--- src/rtl/npc_pkg.sv ---
// Shared types and constants for the nearest palette color unit.
`timescale 1ns / 1ps
`default_nettype none

package npc_pkg;

    localparam int PALETTE_ENTRIES = 256;
    localparam int ADDR_W          = (PALETTE_ENTRIES > 1) ? $clog2(PALETTE_ENTRIES) : 1;
    localparam int IDX_W           = 8;
    localparam int END_W           = 9;
    localparam int COLOR_W         = 8;
    localparam int ENTRY_W         = 3 * COLOR_W;
    localparam int SQ_W            = 2 * COLOR_W;
    localparam int DIST_W          = SQ_W + 2;
    localparam int CFG_IDX_W       = 2;

    localparam logic [END_W-1:0] PALETTE_END = END_W'(PALETTE_ENTRIES);

    localparam logic MODE_LOAD  = 1'b0;
    localparam logic MODE_QUERY = 1'b1;

    localparam logic [CFG_IDX_W-1:0] CFG_FIRST_INDEX = 2'd0;
    localparam logic [CFG_IDX_W-1:0] CFG_END_INDEX   = 2'd1;

    typedef enum logic [1:0] {
        ST_IDLE,
        ST_SCAN,
        ST_DRAIN,
        ST_FINISH
    } state_t;

    // Commands from the controller to the datapath.
    typedef struct packed {
        logic             wr_en;
        logic             start;
        logic [IDX_W-1:0] first;
        logic             rd_en;
        logic [IDX_W-1:0] rd_idx;
        logic             out_load;
    } cmd_t;

    // Status from the datapath to the controller.
    typedef struct packed {
        logic busy;
    } stat_t;

endpackage

`default_nettype wire

--- src/rtl/npc_ctrl.sv ---
// Controller: configuration registers, scan sequencer and result handshake.
`timescale 1ns / 1ps
`default_nettype none

module npc_ctrl
    import npc_pkg::*;
(
    input  wire logic                 aclk,
    input  wire logic                 aresetn,
    input  wire logic                 s_valid,
    output logic                      s_ready,
    input  wire logic                 s_mode,
    input  wire logic                 cfg_valid,
    output logic                      cfg_ready,
    input  wire logic [CFG_IDX_W-1:0] cfg_index,
    input  wire logic [END_W-1:0]     cfg_wdata,
    output logic                      m_valid,
    input  wire logic                 m_ready,
    input  wire stat_t                stat,
    output cmd_t                      cmd
);

    state_t            state_reg, state_next;
    logic [IDX_W-1:0]  first_index_reg, first_index_next;
    logic [END_W-1:0]  end_index_reg, end_index_next;
    logic [END_W-1:0]  end_lim_reg, end_lim_next;
    logic [END_W-1:0]  addr_reg, addr_next;
    logic              m_valid_reg, m_valid_next;
    logic [END_W-1:0]  end_clamped;
    logic              range_empty;
    logic              in_beat;
    logic              out_free;

    assign end_clamped = (end_index_reg > PALETTE_END) ? PALETTE_END : end_index_reg;
    assign range_empty = ({1'b0, first_index_reg} >= end_clamped);
    assign in_beat     = s_valid && s_ready;
    assign out_free    = !m_valid_reg || m_ready;

    // Next state.
    always_comb begin
        state_next = state_reg;
        case (state_reg)
            ST_IDLE: begin
                if (in_beat && s_mode == MODE_QUERY) begin
                    state_next = range_empty ? ST_FINISH : ST_SCAN;
                end
            end
            ST_SCAN: begin
                if (addr_reg + END_W'(1) == end_lim_reg) begin
                    state_next = ST_DRAIN;
                end
            end
            ST_DRAIN: begin
                if (!stat.busy) begin
                    state_next = ST_FINISH;
                end
            end
            ST_FINISH: begin
                if (out_free) begin
                    state_next = ST_IDLE;
                end
            end
            default: state_next = ST_IDLE;
        endcase
    end

    // Outputs and commands.
    always_comb begin
        s_ready      = (state_reg == ST_IDLE);
        cfg_ready    = 1'b1;
        m_valid      = m_valid_reg;
        cmd.wr_en    = 1'b0;
        cmd.start    = 1'b0;
        cmd.first    = first_index_reg;
        cmd.rd_en    = 1'b0;
        cmd.rd_idx   = addr_reg[IDX_W-1:0];
        cmd.out_load = 1'b0;
        case (state_reg)
            ST_IDLE: begin
                cmd.wr_en = in_beat && (s_mode == MODE_LOAD);
                cmd.start = in_beat && (s_mode == MODE_QUERY);
            end
            ST_SCAN:   cmd.rd_en    = 1'b1;
            ST_DRAIN:  cmd.rd_en    = 1'b0;
            ST_FINISH: cmd.out_load = out_free;
            default:   cmd.rd_en    = 1'b0;
        endcase
    end

    // Data next values.
    always_comb begin
        first_index_next = first_index_reg;
        end_index_next   = end_index_reg;
        end_lim_next     = end_lim_reg;
        addr_next        = addr_reg;
        m_valid_next     = m_valid_reg;
        if (cfg_valid && cfg_ready) begin
            if (cfg_index == CFG_FIRST_INDEX) begin
                first_index_next = cfg_wdata[IDX_W-1:0];
            end else if (cfg_index == CFG_END_INDEX) begin
                end_index_next = cfg_wdata;
            end
        end
        if (cmd.start) begin
            end_lim_next = end_clamped;
            addr_next    = {1'b0, first_index_reg};
        end else if (cmd.rd_en) begin
            addr_next = addr_reg + END_W'(1);
        end
        if (cmd.out_load) begin
            m_valid_next = 1'b1;
        end else if (m_ready) begin
            m_valid_next = 1'b0;
        end
    end

    always_ff @(posedge aclk) begin
        if (!aresetn) begin
            state_reg       <= ST_IDLE;
            first_index_reg <= '0;
            end_index_reg   <= PALETTE_END;
            m_valid_reg     <= 1'b0;
        end else begin
            state_reg       <= state_next;
            first_index_reg <= first_index_next;
            end_index_reg   <= end_index_next;
            m_valid_reg     <= m_valid_next;
        end
    end

    always_ff @(posedge aclk) begin
        end_lim_reg <= end_lim_next;
        addr_reg    <= addr_next;
    end

endmodule

`default_nettype wire

--- config.mk ---
export PLATFORM = sky130hd
export DESIGN_NAME = npc_ctrl
export DESIGN_NICKNAME = d
export VERILOG_FILES = /design/src/rtl/npc_pkg.sv /design/src/rtl/npc_ctrl.sv
export SDC_FILE = /design/constraint.sdc
export NUM_CORES = 1
export LEC_CHECK = 0
export BUFFER_PORTS_ARGS = -buffer_cell sky130_fd_sc_hd__buf_2
export CAP_MARGIN = 10
export CELL_PAD_IN_SITES_DETAIL_PLACEMENT = 1
export CELL_PAD_IN_SITES_GLOBAL_PLACEMENT = 1
export CORE_MARGIN = 2
export CORE_UTILIZATION = 31
export CTS_CLUSTER_DIAMETER = 200
export DETAILED_ROUTE_END_ITERATION = 8
export HOLD_SLACK_MARGIN = 0.12
export PLACE_DENSITY_LB_ADDON = 0.1
export SYNTH_ARGS = -nofsm -noshare
export SYNTH_HDL_FRONTEND = slang
export SYNTH_SLANG_ARGS = --single-unit
--- constraint.sdc ---
create_clock -name aclk -period 2.57 [get_ports aclk]
set_input_delay 0.3855 -clock aclk [delete_from_list [all_inputs] [get_ports aclk]]
set_output_delay 0.3855 -clock aclk [all_outputs]
set_load 0.05 [all_outputs]
After elaboration in Yosys (flattened, before gate mapping)
Index checks and enable logic that the tools add are counted.

word-level totals
  bits in registers = 38
  input port bits = 18
  output and inout port bits = 23

operators by class
  equality and inequality tests = 9
  bitwise logic cells = 2
  order comparisons = 2
  reductions and logical operators = 12
  $add $sub $neg = 1
  muxes and demuxes = 14

operators with widths
  operator                                              count
  two-way mux 8 bit                                     2
  two-way mux 2 bit                                     6
  adder 9 x 1 -> 9 bit, second input constant           1
  == test 9 bit                                         1
  greater-or-equal comparator 8 x 9 -> 1 bit            1
  greater-than comparator 9 bit, second input constant  1
  two-way mux 9 bit                                     1
  one-hot mux 2 bit (4 select lines)                    1
  != test 2 bit, second input constant                  3
  == test 2 x 1 -> 1 bit, second input constant         2
  == test 2 bit, second input constant                  2
  zero test 2 bit                                       2
  two-way mux 1 bit                                     4
  AND reduction 4 bit                                   1
  nonzero test 2 bit                                    2
  logical AND 1 bit                                     3
  AND reduction 3 bit                                   1
  != test 2 x 1 -> 1 bit, second input constant         1
  NOT 1 bit                                             2
  AND reduction 2 bit                                   1
  zero test 1 bit                                       1
  logical OR 1 bit                                      1

Longest topological paths before layout
Gate-level depths: netlist of run 1.

  depth in word-level cells = 6
  gate-level depth with buffers = 9

Least setup slack after synthesis of run 1
Ideal clock, no wire load.

  path type = register -> register
  start point = register state_reg[0]
  end point = register state_reg[0]
  required time = 2453 ps
  clock period less this slack = 2530 ps
  data arrival time = 2413 ps
  stages on the path, launching flop included = 9
  library setup time = 117 ps
  path buffers = 0
  path slack = 40 ps
  cell sequence = dfxtp_1 > inv_1 > ha_1 > a21boi_0 > a221o_1 > a21oi_1 > or4b_1 > or3_1 > a32o_1

on the way
  word-level cells in the longest chain between the ends = 5
  elaborated cells on any way between the ends = 12
  those cells by class = 7 x eq/ne; 1 x mux; 4 x reduce/logical

ends and longest elaborated chain
  element                                  line             source
  start, declared                          npc_ctrl.sv:23   state_t state_reg, state_next;
  start signal, assigned                   npc_ctrl.sv:124  state_reg <= state_next;
  zero test 2 bit *                        npc_ctrl.sv:69   s_ready = (state_reg == ST_IDLE);
  via s_ready                              npc_ctrl.sv:11   output logic s_ready,
  logical AND 1 bit                        npc_ctrl.sv:36   assign in_beat = s_valid && s_ready;
  logical AND 1 bit                        npc_ctrl.sv:44   if (in_beat && s_mode == MODE_QUERY) begin
  != test 2 x 1 -> 1 bit (no source line)  -
  AND reduction 4 bit (no source line)     -

The timed path passes the listed nets; every way through them passes the cells marked *.
A chain may end at the register's enable or synchronous reset.

Worst setup path in the final report of run 1
  start point = register addr_reg[0]
  end point = register state_reg[1]

on the way
  word-level cells in the longest chain between the ends = 4

ends and longest elaborated chain
  element                               line             source
  start, declared                       npc_ctrl.sv:27   logic [END_W-1:0] addr_reg, addr_next;
  start signal, assigned                npc_ctrl.sv:133  addr_reg <= addr_next;
  adder 9 x 1 -> 9 bit                  npc_ctrl.sv:49   if (addr_reg + END_W'(1) == end_lim_reg) begin
  == test 9 bit                         npc_ctrl.sv:49
  != test 2 bit (no source line)        -
  AND reduction 4 bit (no source line)  -

Every way passes these cells.

==> results of run 1 <==
## critical path, cell delays in order (launching register included)
cell	delay, ns
edfxtp_1	0.44
ha_4	0.27
xor2_1	0.16
a311oi_1	0.30
o21ai_1	0.12
or4b_4	0.55
or3_4	0.34
a32o_1	0.24
## power by group through the flow
stage                     combinational [mW]  sequential [mW]  clock, mW
after floorplan                        0.801            0.883          0
after global placement                  1.01            0.865          0
after detailed placement                1.02            0.872          0
after CTS                               1.02            0.857      0.458
after global routing                    1.13            0.879      0.478
final                                   1.03            0.860      0.437
## cells in the mapped netlist (all sizes together), types with 4 or more instances
library cell and instances:
xnor2 6, a21oi 12, edfxtp 17, nor2 16, buf 12, mux2i 16
nand3 5, clkbuf 6, ha 13, xor2 7, nand2b 12, nor2b 22
dfxtp 21, nand2 4, inv 13
## final timing paths
check,depth (start not counted),endpoint,slack (ns)
setup / recovery,7,state_reg[1]$_SDFFE_PN0P_,0.05
hold reg to reg,2,end_index_reg[0]$_SDFFE_PN0P_,0.52
setup reg to reg,7,state_reg[1]$_SDFFE_PN0P_,0.05
hold / removal,3,end_index_reg[8]$_SDFFE_PN1P_,0.31
## logic make-up after synthesis
group / count (synthesis) / synth area share
simple gates: 72 / 0.187
buf+inv: 31 / 0.0725
compound gates: 33 / 0.101
xor+xnor: 13 / 0.0523
other cells: 1 / 0.00172
flops: 38 / 0.428
mux: 17 / 0.0788
fa+ha+maj: 14 / 0.0794
## cell type report
| cell class | instances | area, um2 |
|---|---|---|
| fillers | 817 | 4230 |
| multi-input cells | 150 | 1110 |
| flip-flops and latches | 38 | 931 |
| repair buffers | 48 | 263 |
| well taps | 96 | 120 |
| clock buffers | 8 | 90.1 |
| inverters | 13 | 48.8 |
## metal layers
layer / wire length (um) / part of all wire / track usage / up-vias
met2: 2130 / 0.44 / 0.213 / 28
met4: 63 / 0.013 / 0.0420 / 0
met5: 0 / 0 / 0 / -
met3: 164 / 0.034 / 0.0320 / 6
met1: 2530 / 0.52 / 0.192 / 767
li1: - / - / - / 813
## metrics by stage
stage	setup WS (ns)	util	instances	setup TNS, ns
final	0.0499	0.377	353	0
after global routing	-0.0170	0.377	353	-0.0336
after CTS	0.0463	0.374	353	0
after detailed placement	0.0710	0.361	345	0
after global placement	0.105	0.361	345	0
after floorplan	0.0401	-	219	0
## placed cells by master (no fill, tap or decap), drive strengths merged, types with 2 or more instances in the layout
| cell type | netlist | final |
|---|---|---|
| o21ai | 3 | 3 |
| edfxtp | 17 | 17 |
| o31ai | 2 | 2 |
| nor2b | 22 | 22 |
| nand2 | 4 | 4 |
| dfxtp | 21 | 21 |
| nor3 | 2 | 2 |
| nand2b | 12 | 12 |
| o21a | 3 | 3 |
| xnor2 | 6 | 6 |
| buf | 12 | 48 |
| and3 | 2 | 2 |
| inv | 13 | 13 |
| nand3 | 5 | 5 |
| a31oi | 3 | 3 |
| clkbuf | 6 | 8 |
| a32o | 2 | 2 |
| and2 | 2 | 2 |
| a21oi | 12 | 12 |
| ha | 13 | 13 |
| xor2 | 7 | 7 |
| mux2i | 16 | 16 |
| nor2 | 16 | 16 |
## timing repair
item / 4_1_cts / 5_1_grt
resized for setup: 0 / 3
endpoints found under the setup margin: 0 / 2
hold endpoints to repair: 0 / 0
setup buffers: 0 / 0
==> impl_metrics.env, run 1 <==
export IMPL_ios=41
export IMPL_fin_skew_ns=0.00561
export IMPL_clkTransAtPathRegs_ns=0.08
export IMPL_holdCritStartpoint="cfg_wdata[8]"
export IMPL_fin_crit_ns=2.52
export IMPL_synth_edff_count=17
export IMPL_antenna_found_initial=0
export IMPL_finalMaxSlewViolations=0
export IMPL_relSlewSlack=0.595
export IMPL_cts_root_buf="clkbuf_8"
export IMPL_hold_path_class="input port to flop"
export IMPL_synthArstFlopShare=0
export IMPL_wl_per_cell_um=13.9
export IMPL_ir_drop_mv=0.240
export IMPL_ys_types=44
export IMPL_layout_nets=287
export IMPL_r2r_start="addr_reg[0]$_DFFE_PP_"
export IMPL_grt_use_total=0.138
export IMPL_rows=30
export IMPL_synth_area_mm2=0.00218
export IMPL_power_density_mw_per_mm2=907
export IMPL_avgSynthCellArea_um2=9.94
export IMPL_p_sw_frac=0.418
export IMPL_gp_congestion=0.753
export IMPL_stdcell_area_mm2=0.00256
export IMPL_place_area_mm2=0.00245
export IMPL_startpoint="addr_reg[0]$_DFFE_PP_"
export IMPL_worstMarginPinSlew_ns=0.606
export IMPL_path_class="flop to flop"
export IMPL_pwr_share_clk=0.188
export IMPL_cap_violations=0
export IMPL_initial_utilization=0.320
export IMPL_timing_hold_ws_ns=0.314
export IMPL_mappedNetlistNets=250
export IMPL_numCtsBuffers=5
export IMPL_cts_buffer_depth=2
export IMPL_fin_crit_sh=0.981
export IMPL_final_setup_viol_count=0
export IMPL_drc=0
export IMPL_seqPwrFrac=0.370
export IMPL_total_power_mw=2.32
export IMPL_drt_iter0_drc=68
export IMPL_finalWirelength_mm=4.89
export IMPL_clock_fmax_mhz=397
export IMPL_htreeDepth=2
export IMPL_port_buffers=39
export IMPL_dr_total_vias=1614
export IMPL_cts_hold_buf=0
export IMPL_post_dp_hpwl_mm=3.79
export IMPL_outcome="finished, final reports clean"
export IMPL_grt_pass1_wl_mm=8.05
export IMPL_yosys_warnings=0
export IMPL_intPower_mw=1.35
export IMPL_core_area_mm2=0.00679
export IMPL_p_sw_mw=0.970
export IMPL_synth_top_area_cell="edfxtp_1"
export IMPL_hold_viol=0
export IMPL_p_leak_nw=1.14
export IMPL_ys_ff_latch=38
export IMPL_die_area_mm2=0.00771
export IMPL_synth_ff_type="dfxtp_1"
export IMPL_start_kind="flop"
export IMPL_grt_start_max_net_pins=22
export IMPL_clock_sinks=38
export IMPL_antenna_left=0
export IMPL_yosysSeqAreaShare=0.428
export IMPL_p_comb_frac=0.442
export IMPL_overflow=0
export IMPL_synth_area_leaders="edfxtp_1 23%, dfxtp_1 19%, ha_1 7.5%, mux2i_1 7.4%, nor2b_1 6.3%"
export IMPL_worstSkewPairLatency_ns=0.29
export IMPL_cts_tree="yes"
export IMPL_via_per_inst=4.57
export IMPL_worstPathRequired_ns=2.76
export IMPL_synthCells=219
export IMPL_worstPathArrival_ns=2.71
export IMPL_grt_pass1_vias=1616
export IMPL_cp_max_fo=2
export IMPL_fp_dieH_um=87.8
export IMPL_worst_setup_path_end_kind="flop"
export IMPL_die_w_um=87.8
export IMPL_layout_drive_gt1_share=0.233
export IMPL_diodes=0
export IMPL_first_pass_iters=4
export IMPL_synth_top_area_frac=0.235
export IMPL_area_delta_synth_final_pct=17.7
No activity file was read; power rests on OpenSTA's default activity.
==> inputs of run 2 (changes only) <==
- ABC_CLOCK_PERIOD_IN_PS: unset -> 2570
- CELL_PAD_IN_SITES_GLOBAL_PLACEMENT: 1 -> 2
- SLEW_MARGIN: unset -> 20
==> run 2 against run 1 <==
  * Die area unchanged
  * Design area down 0.29%
  * Largest cell class unchanged
  * Non-clock buffer count unchanged
  * Setup slack better by 0.032 ns
  * Sequential power barely moved
  * Cell count is the same
  * Combinational power about the same
  * Clock power down 7.1%
  * Critical path type unchanged
  * Largest power group unchanged
  * Sequential share of layout area up 0.11 points
  * Register-to-register slack gained 0.03 ns
  * Critical path depth stayed put
  * Sequential cell count unchanged
==> impl_metrics.env, run 2 (same netlist as run 1, synthesis figures left out) <==
export IMPL_multi_input_area_mm2=0.00111
export IMPL_timing_hold_ws_ns=0.314
export IMPL_grt_pass1_wl_mm=8.18
export IMPL_layout_drive_gt1_share=0.237
export IMPL_wl_per_cell_um=13.7
export IMPL_start_kind="flop"
export IMPL_layout_common_cells="39 x buf_2, 22 x nor2b_1, 21 x dfxtp_1, 17 x edfxtp_1"
export IMPL_initial_utilization=0.320
export IMPL_path_class="flop to flop"
export IMPL_die_area_mm2=0.00771
export IMPL_drc=0
export IMPL_rows=30
export IMPL_grt_setup_unrepaired="true"
export IMPL_clock_sinks=38
export IMPL_antenna_found_initial=0
export IMPL_worstSkewPairLatency_ns=0.29
export IMPL_numCtsBuffers=5
export IMPL_fill_cells=805
export IMPL_final_common_cell="buf_2"
export IMPL_intPower_mw=1.32
export IMPL_fin_crit_sh=0.968
export IMPL_relSlewSlack=0.594
export IMPL_dp_cells=345
export IMPL_ir_drop_mv=0.216
export IMPL_core_area_mm2=0.00679
export IMPL_post_dp_hpwl_mm=3.79
export IMPL_cap_violations=0
export IMPL_cp_max_fo=2
export IMPL_pwr_share_clk=0.177
export IMPL_worstMarginPinSlew_ns=0.608
export IMPL_overflow=0
export IMPL_area_delta_synth_final_pct=17.4
export IMPL_die_w_um=87.8
export IMPL_p_leak_nw=1.14
export IMPL_post_cts_buffers=0
export IMPL_worstPathRequired_ns=2.76
export IMPL_p_comb_frac=0.449
export IMPL_gp_congestion=0.754
export IMPL_drt_iter0_drc=62
export IMPL_htreeDepth=2
export IMPL_finalMaxSlewViolations=0
export IMPL_p_sw_mw=0.970
export IMPL_fp_dieH_um=87.8
export IMPL_power_density_mw_per_mm2=898
export IMPL_diodes=0
export IMPL_grt_start_max_net_pins=22
export IMPL_cts_buffer_depth=2
export IMPL_final_setup_viol_count=0
export IMPL_clock_fmax_mhz=402
export IMPL_slowest_stage="or4b_4"
export IMPL_final_cells=353
export IMPL_hold_path_class="input port to flop"
export IMPL_outcome="finished, final reports clean"
export IMPL_p_sw_frac=0.423
export IMPL_layout_nets=287
export IMPL_clkTransAtPathRegs_ns=0.08
export IMPL_port_buffers=39
export IMPL_ff_latch_area_um2=931
export IMPL_setup_tns_ns=0
export IMPL_ios=41
export IMPL_seqPwrFrac=0.374
export IMPL_first_pass_iters=3
export IMPL_finalWirelength_mm=4.85
export IMPL_cts_tree="yes"
export IMPL_total_power_mw=2.29
export IMPL_dr_total_vias=1582
export IMPL_via_per_inst=4.48
export IMPL_worst_setup_path_end_kind="flop"
export IMPL_cts_root_buf="clkbuf_8"
export IMPL_cp_cell_sequence="ha_4 -> xor2_1 -> a311oi_1 -> o21ai_1 -> or4b_4 -> or3_4 -> a32o_1"
export IMPL_hold_viol=0
export IMPL_grt_pass1_vias=1600
export IMPL_final_util=0.376
export IMPL_fin_crit_ns=2.49
export IMPL_worstPathArrival_ns=2.68
export IMPL_fin_skew_ns=0.00358
export IMPL_grt_use_total=0.139
export IMPL_antenna_left=0
export IMPL_worst_path_largest_cell_delay_ns=0.53
## run 2: changes by cell type in the layout (fill, tap and decap cells not counted)
cell / change
clkbuf_1: -1
clkbuf_8: -1
clkinv_2: +2
## run 2: power groups by stage
stage	Sequential, mW	Clock, mW	Combinational (mW)
CTS	0.854	0.425	1.02
global route	0.879	0.453	1.13
detailed placement	0.870	0	1.02
floorplan	0.883	0	0.801
finish	0.858	0.406	1.03
global placement	0.863	0	1.01
## run 2: worst max-delay path: cells and delay by family, from the launching register on
kind | cells | cell delay (ns)
AO/OA/AOI/OAI | 3 | 0.63
XOR/XNOR | 1 | 0.16
adder cells (fa/ha/maj) | 1 | 0.27
flip-flops | 1 | 0.44
AND/OR/NAND/NOR | 2 | 0.88
## run 2: layout make-up
class / instances / area share
clock buffer: 6 / 0.0284
clock inverter: 2 / 0.00392
inverter: 13 / 0.0191
multi-input combinational: 150 / 0.434
sequential: 38 / 0.365
tap: 96 / 0.0470
timing repair buffer: 48 / 0.103
## run 2: worst paths after layout
kind	startpoint	end	slack (ns)	depth (start not counted)
setup / recovery	addr_reg[1]$_DFFE_PP_	state_reg[1]$_SDFFE_PN0P_	0.08	7
hold / removal	cfg_wdata[8]	end_index_reg[8]$_SDFFE_PN1P_	0.31	3
setup reg to reg	addr_reg[1]$_DFFE_PP_	state_reg[1]$_SDFFE_PN0P_	0.08	7
hold reg to reg	end_index_reg[0]$_SDFFE_PN0P_	end_index_reg[0]$_SDFFE_PN0P_	0.51	2
## run 2: repair_timing
action / CTS / global route
hold endpoints to repair: 0 / 0
resized for setup: 0 / 3
hold buffers: 0 / 0
endpoints found under the setup margin: 0 / 2
## run 2: per-stage QoR
step | area, um2 | worst slack (ns)
floorplan | 2180 | 0.0401
global placement | 2450 | 0.109
detailed placement | 2450 | 0.0598
CTS | 2530 | 0.0345
global route | 2550 | -0.00309
finish | 2550 | 0.0823
## run 2: routing by layer
layer / up-vias / global-route usage / wire [um]
met5: - / 0 / 0
li1: 818 / - / -
met3: 6 / 0.0320 / 178
met1: 730 / 0.193 / 2440
met2: 28 / 0.216 / 2170
met4: 0 / 0.0420 / 61
